File: src/rtl/core/u8u16_pkg.sv
// Types and constants shared by the UTF-8 to UTF-16 decoder modules.
package u8u16_pkg;

    localparam int unsigned BYTE_W   = 8;
    localparam int unsigned UNIT_W   = 16;
    localparam int unsigned SIZE_W   = 18;
    localparam int unsigned COUNT_W  = 16;
    localparam int unsigned PART_W   = 11;
    localparam int unsigned PEND_W   = 2;
    localparam int unsigned TDATA_W  = 40;

    localparam logic [COUNT_W-1:0] MAX_UNITS = 16'd65535;

    localparam logic [BYTE_W-1:0] LEAD2_MASK = 8'hE0;
    localparam logic [BYTE_W-1:0] LEAD2_CODE = 8'hC0;
    localparam logic [BYTE_W-1:0] LEAD3_MASK = 8'hF0;
    localparam logic [BYTE_W-1:0] LEAD3_CODE = 8'hE0;
    localparam logic [BYTE_W-1:0] ASCII_MAX  = 8'h7F;

    localparam logic [PEND_W-1:0] PEND_NONE = 2'd0;
    localparam logic [PEND_W-1:0] PEND_ONE  = 2'd1;
    localparam logic [PEND_W-1:0] PEND_TWO  = 2'd2;

    typedef struct packed {
        logic              en;
        logic [BYTE_W-1:0] data_byte;
    } step_t;

    typedef struct packed {
        logic [SIZE_W-1:0] size_bytes;
        logic              is_end;
        logic [UNIT_W-1:0] code_unit;
    } result_t;

    typedef struct packed {
        logic    valid;
        result_t res;
    } out_item_t;

endpackage

File: src/rtl/core/u8u16_in_reg.sv
// Input register stage holding one accepted byte.
module u8u16_in_reg
    import u8u16_pkg::*;
(
    input  logic              aclk,
    input  logic              aresetn,
    input  logic              s_tvalid,
    output logic              s_tready,
    input  logic [BYTE_W-1:0] s_tdata,
    input  logic              out_free,
    output step_t             step
);

    logic              valid_reg;
    logic              valid_next;
    logic [BYTE_W-1:0] byte_reg;

    assign s_tready = !valid_reg || out_free;

    always_comb begin
        valid_next = valid_reg;
        if (s_tready) begin
            valid_next = s_tvalid;
        end
    end

    always_ff @(posedge aclk) begin
        if (!aresetn) begin
            valid_reg <= 1'b0;
        end else begin
            valid_reg <= valid_next;
        end
    end

    always_ff @(posedge aclk) begin
        if (s_tready && s_tvalid) begin
            byte_reg <= s_tdata;
        end
    end

    assign step.en        = valid_reg && out_free;
    assign step.data_byte = byte_reg;

endmodule

File: src/rtl/core/u8u16_decode.sv
// Per-byte decode logic and sequence state.
module u8u16_decode
    import u8u16_pkg::*;
(
    input  logic      aclk,
    input  logic      aresetn,
    input  step_t     step,
    output out_item_t item
);

    logic [PEND_W-1:0]  pending_reg;
    logic [PEND_W-1:0]  pending_next;
    logic [PART_W-1:0]  partial_reg;
    logic [PART_W-1:0]  partial_next;
    logic [COUNT_W-1:0] count_reg;
    logic [COUNT_W-1:0] count_next;

    logic [BYTE_W-1:0]  b;
    logic [PART_W+5:0]  acc_full;
    logic [UNIT_W-1:0]  acc;
    logic [COUNT_W:0]   count_p1;
    logic [COUNT_W-1:0] count_inc;

    assign b         = step.data_byte;
    assign acc_full  = {partial_reg, b[5:0]};
    assign acc       = acc_full[UNIT_W-1:0];
    assign count_p1  = {1'b0, count_reg} + {{COUNT_W{1'b0}}, 1'b1};
    assign count_inc = (count_reg == MAX_UNITS) ? count_reg : count_p1[COUNT_W-1:0];

    always_comb begin
        pending_next       = pending_reg;
        partial_next       = partial_reg;
        count_next         = count_reg;
        item.valid         = 1'b0;
        item.res.code_unit = '0;
        item.res.is_end    = 1'b0;
        item.res.size_bytes = '0;
        if (b == '0) begin
            item.valid          = 1'b1;
            item.res.is_end     = 1'b1;
            item.res.size_bytes = {count_p1, 1'b0};
            pending_next        = PEND_NONE;
            partial_next        = '0;
            count_next          = '0;
        end else if (pending_reg != PEND_NONE) begin
            if (pending_reg == PEND_ONE) begin
                item.valid         = 1'b1;
                item.res.code_unit = acc;
                pending_next       = PEND_NONE;
                partial_next       = '0;
                count_next         = count_inc;
            end else begin
                pending_next = PEND_ONE;
                partial_next = acc[PART_W-1:0];
            end
        end else if (b <= ASCII_MAX) begin
            item.valid         = 1'b1;
            item.res.code_unit = {{(UNIT_W-BYTE_W){1'b0}}, b};
            count_next         = count_inc;
        end else if ((b & LEAD2_MASK) == LEAD2_CODE) begin
            pending_next = PEND_ONE;
            partial_next = {{(PART_W-5){1'b0}}, b[4:0]};
        end else if ((b & LEAD3_MASK) == LEAD3_CODE) begin
            pending_next = PEND_TWO;
            partial_next = {{(PART_W-5){1'b0}}, b[4:0]};
        end
        if (!step.en) begin
            item.valid = 1'b0;
        end
    end

    always_ff @(posedge aclk) begin
        if (!aresetn) begin
            pending_reg <= PEND_NONE;
            partial_reg <= '0;
            count_reg   <= '0;
        end else if (step.en) begin
            pending_reg <= pending_next;
            partial_reg <= partial_next;
            count_reg   <= count_next;
        end
    end

endmodule

File: src/rtl/core/u8u16_out_reg.sv
// Result register driving the output stream.
module u8u16_out_reg
    import u8u16_pkg::*;
(
    input  logic               aclk,
    input  logic               aresetn,
    input  out_item_t          item,
    output logic               out_free,
    output logic               m_tvalid,
    input  logic               m_tready,
    output logic [TDATA_W-1:0] m_tdata,   // code_unit[15:0], size_bytes[33:16], zero[39:34]
    output logic               m_tlast
);

    logic    valid_reg;
    logic    valid_next;
    result_t res_reg;

    assign out_free = !valid_reg || m_tready;

    always_comb begin
        valid_next = valid_reg;
        if (out_free) begin
            valid_next = item.valid;
        end
    end

    always_ff @(posedge aclk) begin
        if (!aresetn) begin
            valid_reg <= 1'b0;
        end else begin
            valid_reg <= valid_next;
        end
    end

    always_ff @(posedge aclk) begin
        if (out_free && item.valid) begin
            res_reg <= item.res;
        end
    end

    assign m_tvalid = valid_reg;
    assign m_tdata  = {{(TDATA_W-SIZE_W-UNIT_W){1'b0}}, res_reg.size_bytes, res_reg.code_unit};
    assign m_tlast  = res_reg.is_end;

endmodule

File: src/rtl/core/utf8_to_utf16_decoder.sv
// UTF-8 to UTF-16 decoder, one byte per transfer in, one code unit per transfer out.
// Path: an input byte is held in the input register, decoded, then held in the result register.
// Throughput: one byte per cycle while m_tready does not stall the result register, set by
// the per-byte decode between the input register and the result register.
// Reset: synchronous aresetn clears both stage valids and the sequence state.
module utf8_to_utf16_decoder
    import u8u16_pkg::*;
(
    input  logic               aclk,
    input  logic               aresetn,
    input  logic               s_tvalid,
    output logic               s_tready,
    input  logic [BYTE_W-1:0]  s_tdata,   // data_byte[7:0]
    output logic               m_tvalid,
    input  logic               m_tready,
    output logic [TDATA_W-1:0] m_tdata,   // code_unit[15:0], size_bytes[33:16], zero[39:34]
    output logic               m_tlast
);

    step_t     step;
    out_item_t item;
    logic      out_free;

    u8u16_in_reg u_in_reg (
        .aclk     (aclk),
        .aresetn  (aresetn),
        .s_tvalid (s_tvalid),
        .s_tready (s_tready),
        .s_tdata  (s_tdata),
        .out_free (out_free),
        .step     (step)
    );

    u8u16_decode u_decode (
        .aclk    (aclk),
        .aresetn (aresetn),
        .step    (step),
        .item    (item)
    );

    u8u16_out_reg u_out_reg (
        .aclk     (aclk),
        .aresetn  (aresetn),
        .item     (item),
        .out_free (out_free),
        .m_tvalid (m_tvalid),
        .m_tready (m_tready),
        .m_tdata  (m_tdata),
        .m_tlast  (m_tlast)
    );

endmodule

File: config.mk
export PLATFORM = sky130hd
export DESIGN_NAME = utf8_to_utf16_decoder
export DESIGN_NICKNAME = d
export VERILOG_FILES = /design/src/rtl/core/u8u16_pkg.sv /design/src/rtl/core/u8u16_in_reg.sv /design/src/rtl/core/u8u16_decode.sv /design/src/rtl/core/u8u16_out_reg.sv /design/src/rtl/core/utf8_to_utf16_decoder.sv
export SDC_FILE = /design/constraint.sdc
export NUM_CORES = 1
export LEC_CHECK = 0
export ABC_AREA = 1
export BUFFER_PORTS_ARGS = -buffer_cell sky130_fd_sc_hd__buf_2
export CAP_MARGIN = 20
export CORE_MARGIN = 4
export CORE_UTILIZATION = 40
export CTS_CLUSTER_DIAMETER = 150
export CTS_CLUSTER_SIZE = 16
export DETAILED_ROUTE_END_ITERATION = 10
export SYNTH_ARGS = -nofsm -noshare
export SYNTH_HDL_FRONTEND = slang
export SYNTH_SLANG_ARGS = --single-unit
File: constraint.sdc
create_clock -name aclk -period 2.45 [get_ports aclk]
set_clock_uncertainty 0.1 [all_clocks]
set_input_delay 0.245 -clock aclk [delete_from_list [all_inputs] [get_ports aclk]]
set_output_delay 0.245 -clock aclk [all_outputs]
set_load 0.03 [all_outputs]
==> run summary, run 1 <==
Status: finished, final reports clean
Final WL: 6810 um
Maximum VDD drop: 348 uV
Synth Instances: 392
Critical Path Sink Type: flip-flop
Met2 wire len: 3260 um
GRT overflow: 0
FMAX: 0.474 GHz
Vias: 2584
TNS Setup: 0 ns
Cell variety after synth: 27
Detailed Routing Iterations Pass 1: 4
Dpl hpwl: 4900 um
Leakage power: 1.56 nW
Place WS: 0.338 ns
Power Density: 615 nW/um^2
DR iter-0 viols: 111
Critical R2R Launch: u_in_reg.byte_reg[7]
Number of synthesized flops with an enable pin: 42
Initial antenna violation count: 0
Cell repeated most along the worst path: nand2_1
Mapped Area: 3320 sq um
Crit path launch type: flip-flop
# diodes: 0
Min-delay src: m_tready
Met3 wire length: 335 um
CORE AREA: 7890 sq um
CTS max path bufs: 2
H-tree levels: 3
Crit path arrival time: 2.09 ns
CTS buffer count: 9
Vias in the first global route: 2471
Async set-reset flop share out of synthesis: 0%
Antenna viol nets, final: 0
Final-layout fill cell count: 775
Pin count of the biggest net entering global routing: 35
R2R depth: 6
Fin util: 48.9%
Critical Path Slowest Stage Cell: edfxtp_1
Post-layout power: 2.37 mW
Crit-path max FO: 28
CTS tree: built
DIE AREA: 9820 sq um
Initial Util: 42.1%
Highest Signal Layer: met4
Final Hold Vio Count: 0
Worst hold margin: 0.0960 ns
Reg clk slew, reported paths: 0.07 ns
Inst Count DP: 532
Die Y: 99.1 um
Met1 Routed Length: 3060 um
P&R area growth vs syn: 16.2%
Max FFs per register: 33
Cell area after layout: 3860 sq um
Syn Area/Cell: 8.47 sq um
Gr usage total: 14.9%
WL per Instance: 12.2 um
Cell Area, Placed: 3620 sq um
Cell taking the most area after synthesis: edfxtp_1
Largest cells by area after synthesis: edfxtp_1 38%, dfxtp_1 18%, nor2_1 11%, nand2_1 8.6%, inv_1 4.4%
Final Setup Violations: 0
GPL Wtd Cong: 0.904
Worst Hold Class: in -> reg
Net count, final: 462
RSZ-0062 raised after global routing: no
Top FF cell, synth: edfxtp_1
Number of port buffers: 47
Die X: 99.1 um
Seq/Total Area, Yosys: 56.1%
Synth Warn #: 0
Clk Tree Root Cell: clkbuf_8
Max cap viols: 0
Critical path class: reg -> reg
Worst Hold End: u_out_reg.m_tvalid
Worst Setup Slack, final: 0.338 ns
Post-route DRC: 0
Flops & latches, synth: 72
Final Max Tran Viols: 0
Ratio of cells with drive above 1 in the final layout: 17.8%
Vias per cell: 4.65
Tmin final: 2.11 ns
Worst-skew pair later-pin latency: 0.34 ns
Worst endpoint required time: 2.43 ns
Period utilisation layout: 86.2%
Cell Count, Final, Fillers Out: 556
Critical Path, Cell by Cell: nor2_1 > nand2_1 > nor2_4 > inv_2 > nand2_1 > o21ai_0
# IOs: 55
First-pass GRT wire length: 11700 um
Hold depth: 4
R2R setup slack: 0.34 ns
Synth top area share: 38.0%
FP Rows: 32
Worst stage delay on the critical path: 0.45 ns
R2R Path End: u_out_reg.m_tdata[6]
Clock sink count: 72
[cell usage after synthesis (3+ instances only)]
cell type / n
edfxtp_1: 42
nor2_2: 5
nand2_1: 76
nand4_1: 6
buf_4: 7
inv_1: 39
nor2_4: 3
inv_2: 3
nor2_1: 96
nand2_2: 4
o21ai_0: 12
o21ai_1: 5
xor2_1: 3
a21oi_1: 17
nand3_1: 23
dfxtp_1: 30
buf_2: 7
[cell families after synthesis]
logic type,Yosys count,synth area share (%)
AOI/OAI and AO/OA,37,5.84
DFF,72,56.1
and+or+nand+nor,217,28.2
adders and majority gates,1,0.377
buffers and inverters,60,8.29
other,1,0.113
xor gates and xnor gates,4,1.06
[worst max-delay path, delay by kind of cell, from the launching register on]
family,cells,cell delay [ns]
and+or+nand+nor,4,0.89
DFF,1,0.45
AOI/OAI and AO/OA,1,0.12
buffers and inverters,1,0.28
[metal layers]
layer | vias to the layer above | global-route usage [%]
li1 | 1353 | -
met4 | 0 | 6.41
met5 | - | 0
met1 | 1159 | 19.2
met2 | 60 | 24.4
met3 | 12 | 3.09
[cell usage in the layout, fill, tap and decap left out, types with 3 or more instances in the layout]
master | synthesis | final
xor2_1 | 3 | 3
o21ai_1 | 5 | 5
edfxtp_1 | 42 | 42
o21ai_0 | 12 | 12
buf_2 | 7 | 47
nand3_1 | 23 | 23
conb_1 | 1 | 7
nand2_2 | 4 | 4
inv_1 | 39 | 39
inv_2 | 3 | 3
nand2_1 | 76 | 76
dfxtp_1 | 30 | 30
a21oi_1 | 17 | 17
nand4_1 | 6 | 6
clkbuf_8 | 0 | 9
nor2_4 | 3 | 3
clkinv_1 | 0 | 3
dlygate4sd3_1 | 0 | 8
nor2_2 | 5 | 5
nor2_1 | 96 | 96
clkinv_2 | 0 | 3
[how the worst max path moves through the flow]
stage                               from              endpoint  slack (ns)  depth (start not counted)
floorplan           u_in_reg.byte_reg[7]  u_out_reg.m_tdata[0]        0.22                          6
global placement    u_in_reg.byte_reg[7]  u_out_reg.m_tdata[6]        0.44                          6
detailed placement  u_in_reg.byte_reg[7]  u_out_reg.m_tdata[6]        0.34                          6
CTS                 u_in_reg.byte_reg[7]  u_out_reg.m_tdata[6]        0.34                          6
global route        u_in_reg.byte_reg[7]  u_out_reg.m_tdata[6]        0.12                          6
finish              u_in_reg.byte_reg[7]  u_out_reg.m_tdata[6]        0.34                          6
[what timing repair did]
item | in CTS | in global routing
endpoints found under the hold margin | 8 | 0
hold buffers | 8 | 0
gates resized for setup | 0 | 0
setup buffers | 0 | 0
[cell type report]
| cell class | instances | area [sq um] | share of cell area (%) |
|---|---|---|---|
| clock buffer | 10 | 128 | 3.31 |
| clock inverter | 6 | 26.3 | 0.681 |
| inverter | 42 | 158 | 4.09 |
| multi-input combinational | 266 | 1200 | 31.2 |
| sequential | 72 | 1860 | 48.3 |
| tap | 102 | 128 | 3.31 |
| timing repair buffer | 58 | 350 | 9.09 |
[report_power, final]
part           switching, mW  internal, mW
Combinational          0.169        0.0730
Sequential            0.0309          1.33
Clock                  0.416         0.352
Note: power is estimated with default switching activity, not from simulation.
==> run 2, diff against run 1 <==
ABC_AREA = not set   (was 1)
CORE_ASPECT_RATIO = 1.2   (was not set)
CTS_BUF_LIST = sky130_fd_sc_hd__clkbuf_4   (was not set)
==> run 2 against run 1 <==
- setup slack got worse by 0.16 ns
- global-route usage grew 0.83 points
- core utilization up 1.4 points
- critical path depth down 2
- wire length down 0.98%
- fmax decreased by 7.2%
- clock power rose by 48%
- critical path type unchanged
- highest routed layer unchanged
==> run summary, run 2 <==
Status: finished, final reports clean
Detailed Routing Iterations Pass 1: 4
Die Y: 106 um
Async set-reset flop share out of synthesis: 0%
Seq/Total Area, Yosys: 58.7%
Gr usage total: 15.8%
Worst Hold End: u_out_reg.m_tvalid
Worst Hold Class: in -> reg
Worst Setup Slack, final: 0.174 ns
DR iter-0 viols: 190
Net count, final: 376
Worst-skew pair later-pin latency: 0.41 ns
Cell variety after synth: 46
Antenna viol nets, final: 0
Number of synthesized flops with an enable pin: 42
Tmin final: 2.28 ns
Vias: 2419
Worst endpoint required time: 2.65 ns
R2R setup slack: 0.17 ns
Cell with the most instances after synthesis: edfxtp_1
Max cap viols: 0
Clock sink count: 72
GPL Wtd Cong: 0.830
Initial antenna violation count: 0
Reg clk slew, reported paths: 0.11 ns
Clk Tree Root Cell: clkbuf_4
TNS Setup: 0 ns
Commonest cells in the netlist: 42 x edfxtp_1, 30 x dfxtp_1, 27 x nand3_1
Syn Area/Cell: 10.6 sq um
First-pass GRT wire length: 11300 um
Critical path class: reg -> reg
R2R depth: 4
Flops & latches, synth: 72
Power Density: 689 nW/um^2
Cell Count, Final, Fillers Out: 460
Initial Util: 41.2%
Period utilisation layout: 92.9%
Synth top area share: 39.7%
Pin count of the biggest net entering global routing: 30
Fin util: 50.2%
Cell taking the most area after synthesis: edfxtp_1
Vias per cell: 5.26
Critical R2R Launch: u_in_reg.byte_reg[0]
Maximum VDD drop: 371 uV
Hold depth: 3
CORE AREA: 7710 sq um
Vias in the first global route: 2282
Final WL: 6740 um
Dpl hpwl: 4800 um
RSZ-0062 raised after global routing: no
Critical Path Sink Type: flip-flop
Crit-path max FO: 12
Number of port buffers: 47
Most common cell after layout, fill and taps aside: buf_2
Largest cells by area after synthesis: edfxtp_1 40%, dfxtp_1 19%, nand3_1 4.3%, o21ai_0 3.5%, and3_1 3.2%
Crit path launch: u_in_reg.byte_reg[0]
Place WS: 0.0780 ns
Post-route DRC: 0
Final Setup Violations: 0
FMAX: 0.439 GHz
Leakage power: 1.40 nW
Min-delay src: m_tready
Synth Warn #: 0
WL per Instance: 14.7 um
CTS tree: built
Mapped Area: 3170 sq um
DIE AREA: 9430 sq um
# diodes: 0
GRT overflow: 0
P&R area growth vs syn: 22.0%
R2R Path End: u_decode.count_reg[9]
CTS buffer count: 9
Die X: 89.3 um
Synth Instances: 300
Max FFs per register: 33
FP Rows: 35
H-tree levels: 3
Crit path launch type: flip-flop
Top FF cell, synth: edfxtp_1
Ratio of cells with drive above 1 in the final layout: 23.6%
Final Max Tran Viols: 0
Most frequent cells in the layout: 47 x buf_2, 42 x edfxtp_1, 30 x dfxtp_1, 27 x nand3_1, 23 x nand2_1
# IOs: 55
Crit path arrival time: 2.48 ns
CTS max path bufs: 2
Final Hold Vio Count: 0
Inst Count DP: 434
[run 2: cell count changes after synthesis, sizes merged, moves of 10 or more]
cell / delta
o21ai: +10
and3: +16
inv: -38
nor2: -82
nand2: -59
a21oi: -11
[run 2: cell type report]
class | instances | area (sq um)
clock buffer | 10 | 75.1
clock inverter | 6 | 155
fill | 719 | 3830
inverter | 4 | 20.0
multi-input combinational | 205 | 1190
sequential | 72 | 1860
tap | 92 | 115
timing repair buffer | 71 | 450
[run 2: how the worst max path moves through the flow]
stage / endpoint / cells after the start
after floorplan: u_out_reg.m_tdata[0] / 6
after global placement: u_decode.partial_reg[1] / 5
after detailed placement: u_decode.partial_reg[2] / 5
after CTS: u_decode.partial_reg[2] / 5
after global routing: u_decode.count_reg[10] / 6
final: u_decode.count_reg[9] / 4
[run 2: worst max-delay path, cell delays in order (launching register included)]
cell and delay [ns]:
edfxtp_1 0.44, or4_1 0.55, or2_1 0.34, o221a_4 0.38, a221o_1 0.36
[run 2: cell families (layout without fill, tap and decap cells)]
family | count (synthesis) | count (layout) | synth area share (%)
muxes | 1 | 1 | 0.315
adders and majority gates | 1 | 1 | 0.394
buffers and inverters | 29 | 91 | 4.97
and+or+nand+nor | 133 | 133 | 22.3
other | 1 | 7 | 0.118
DFF | 72 | 72 | 58.7
AOI/OAI and AO/OA | 51 | 51 | 9.94
xor gates and xnor gates | 12 | 12 | 3.31
[run 2: power by group]
| group | switching (mW) | leakage [nW] | internal [mW] |
|---|---|---|---|
| clock network | 0.405 | 0.121 | 0.733 |
| logic | 0.137 | 0.657 | 0.0650 |
| registers | 0.0166 | 0.620 | 1.31 |
[run 2: stage by stage]
stage	hold slack [ns]	cell area, sq um	power [mW]
after floorplan	0.244	3210	1.49
after global placement	0.321	3540	1.55
after detailed placement	0.323	3540	1.55
after CTS	0.0645	3860	2.69
after global routing	0.0789	3870	2.77
final	0.0888	3870	2.67
[run 2: routing by layer]
metal / wire length, um / vias up / track usage (%)
li1: - / 1220 / -
met1: 2950 / 1132 / 20.9
met2: 3330 / 61 / 24.3
met3: 379 / 6 / 4.69
met4: 80 / 0 / 5.43
met5: 0 / - / 0
[run 2: timing repair]
action | 4_1_cts | 5_1_grt
setup buffers | 0 | 0
gates resized for setup | 0 | 1
hold buffers | 9 | 0
hold endpoints to repair | 9 | 0
endpoints found under the setup margin | 0 | 1
==> run 3, diff against run 2 <==
MAX_ROUTING_LAYER = met4   (was not set)
==> run 3 against run 2 <==
- critical path depth grew 2
- first-iteration DRC count shrank 1.6%
- wire length grew 0.39%
- global-route usage grew 0.44 points
- register-to-register slack is essentially flat
- fmax is essentially flat
- non-clock buffer count is the same
- via count shrank 0.17%
- clock power is essentially flat
==> run summary, run 3 (synthesis results as in run 2) <==
Status: finished, final reports clean
Crit path arrival time: 2.29 ns
GPL Wtd Cong: 0.843
Worst Hold Class: in -> reg
Final Max Tran Viols: 0
Worst-skew pair later-pin latency: 0.42 ns
Period utilisation layout: 92.8%
Die X: 89.3 um
Clock sink count: 72
Initial Util: 41.2%
Tmin final: 2.27 ns
P&R area growth vs syn: 22.0%
Gr usage total: 16.2%
Max cap viols: 0
Most common cell after layout, fill and taps aside: buf_2
First-pass GRT wire length: 11300 um
Pin count of the biggest net entering global routing: 30
Critical path class: reg -> reg
Worst endpoint required time: 2.46 ns
DIE AREA: 9430 sq um
Critical Path Slowest Stage Cell: or4_1
Vias per cell: 5.25
Power Density: 691 nW/um^2
Final-layout fill cell count: 719
Reg clk slew, reported paths: 0.12 ns
FMAX: 0.440 GHz
Antenna viol nets, final: 0
Leakage power: 1.40 nW
CTS tree: built
Critical Path Sink Type: flip-flop
Vias: 2415
Post-route DRC: 0
WP buf/inv: 2
H-tree levels: 3
Max FFs per register: 33
GRT overflow: 0
Final Hold Vio Count: 0
Maximum VDD drop: 372 uV
TNS Setup: 0 ns
CP top delay family: simple AND/OR/NAND/NOR gates
CTS buffer count: 9
Crit path launch type: flip-flop
Setup bufs post-CTS: 0
FP Rows: 35
Number of port buffers: 47
Vias in the first global route: 2273
Crit-path max FO: 26
Detailed Routing Iterations Pass 1: 4
Net count, final: 376
RSZ-0062 raised after global routing: no
# IOs: 55
Final WL: 6770 um
# diodes: 0
Dpl hpwl: 4800 um
Ratio of cells with drive above 1 in the final layout: 23.6%
Cell area after layout: 3870 sq um
Cell Area, Placed: 3540 sq um
Critical Path, Cell by Cell: or4_1 > or2_1 > inv_6 > nor2_2 > nor2_4 > buf_12
Clk Tree Root Cell: clkbuf_4
Most frequent cells in the layout: 47 x buf_2, 42 x edfxtp_1, 30 x dfxtp_1, 27 x nand3_1, 23 x nand2_1
Die Y: 106 um
CORE AREA: 7710 sq um
DR iter-0 viols: 187
CTS max path bufs: 2
WL per Instance: 14.7 um
Initial antenna violation count: 0
Worst stage delay on the critical path: 0.55 ns
Final Setup Violations: 0
==> run 3: cell counts in the layout (fill, tap and decap cells not counted) <==
No cell type changed its count.
==> run 3: layer usage <==
| layer | vias to the layer above | GRT usage (%) | wire, um |
|---|---|---|---|
| met4 | 0 | 5.43 | 102 |
| met2 | 62 | 24.5 | 3290 |
| met5 | - | - | 0 |
| met1 | 1124 | 21.0 | 3020 |
| li1 | 1221 | - | - |
| met3 | 8 | 4.30 | 364 |
==> run 3: report_power, final <==
| group | internal [mW] | total, mW | switching [mW] |
|---|---|---|---|
| clock network | 0.733 | 1.14 | 0.410 |
| registers | 1.31 | 1.33 | 0.0164 |
| logic | 0.0650 | 0.202 | 0.137 |
==> run 3: through the flow <==
stage | setup slack (ns) | hold slack, ns | util (%) | instances | total power [mW]
global route | 0.0402 | 0.0833 | 50.2 | 460 | 2.77
finish | 0.176 | 0.0865 | 50.2 | 460 | 2.67
detailed placement | 0.0780 | 0.323 | 45.9 | 434 | 1.55
floorplan | 0.00799 | 0.244 | - | 306 | 1.49
global placement | 0.159 | 0.321 | 45.9 | 434 | 1.55
CTS | 0.0605 | 0.0645 | 50.1 | 459 | 2.69
==> run 3: worst paths after layout <==
path / slack (ns) / depth (start not counted) / start / endpoint
max: 0.18 / 6 / u_in_reg.byte_reg[0] / u_out_reg.m_tdata[6]
min: 0.09 / 3 / m_tready / u_out_reg.m_tvalid
max reg2reg: 0.18 / 6 / u_in_reg.byte_reg[0] / u_out_reg.m_tdata[6]
min reg2reg: 0.37 / 2 / u_decode.partial_reg[9] / u_decode.partial_reg[9]
==> run 3: area by class of cell <==
cell class	count	area (sq um)	share of cell area, %
well taps	92	115	2.97
clock buffers	10	75.1	1.94
flip-flops and latches	72	1860	48.1
inverters	4	20.0	0.517
multi-input cells	205	1190	30.9
clock inverters	6	155	4.01
repair buffers	71	450	11.6
==> run 3: repair_timing <==
item / in CTS / in global routing
gates resized for setup: 0 / 1
endpoints found under the hold margin: 9 / 0
hold buffers: 9 / 0
setup endpoints to repair: 0 / 1
==> run 3: worst reg2reg max path, stage by stage (launching register included) <==
cell      delay [ns]
edfxtp_1        0.44
or4_1           0.55
or2_1           0.34
inv_6           0.13
nor2_2          0.06
nor2_4          0.15
buf_12          0.20
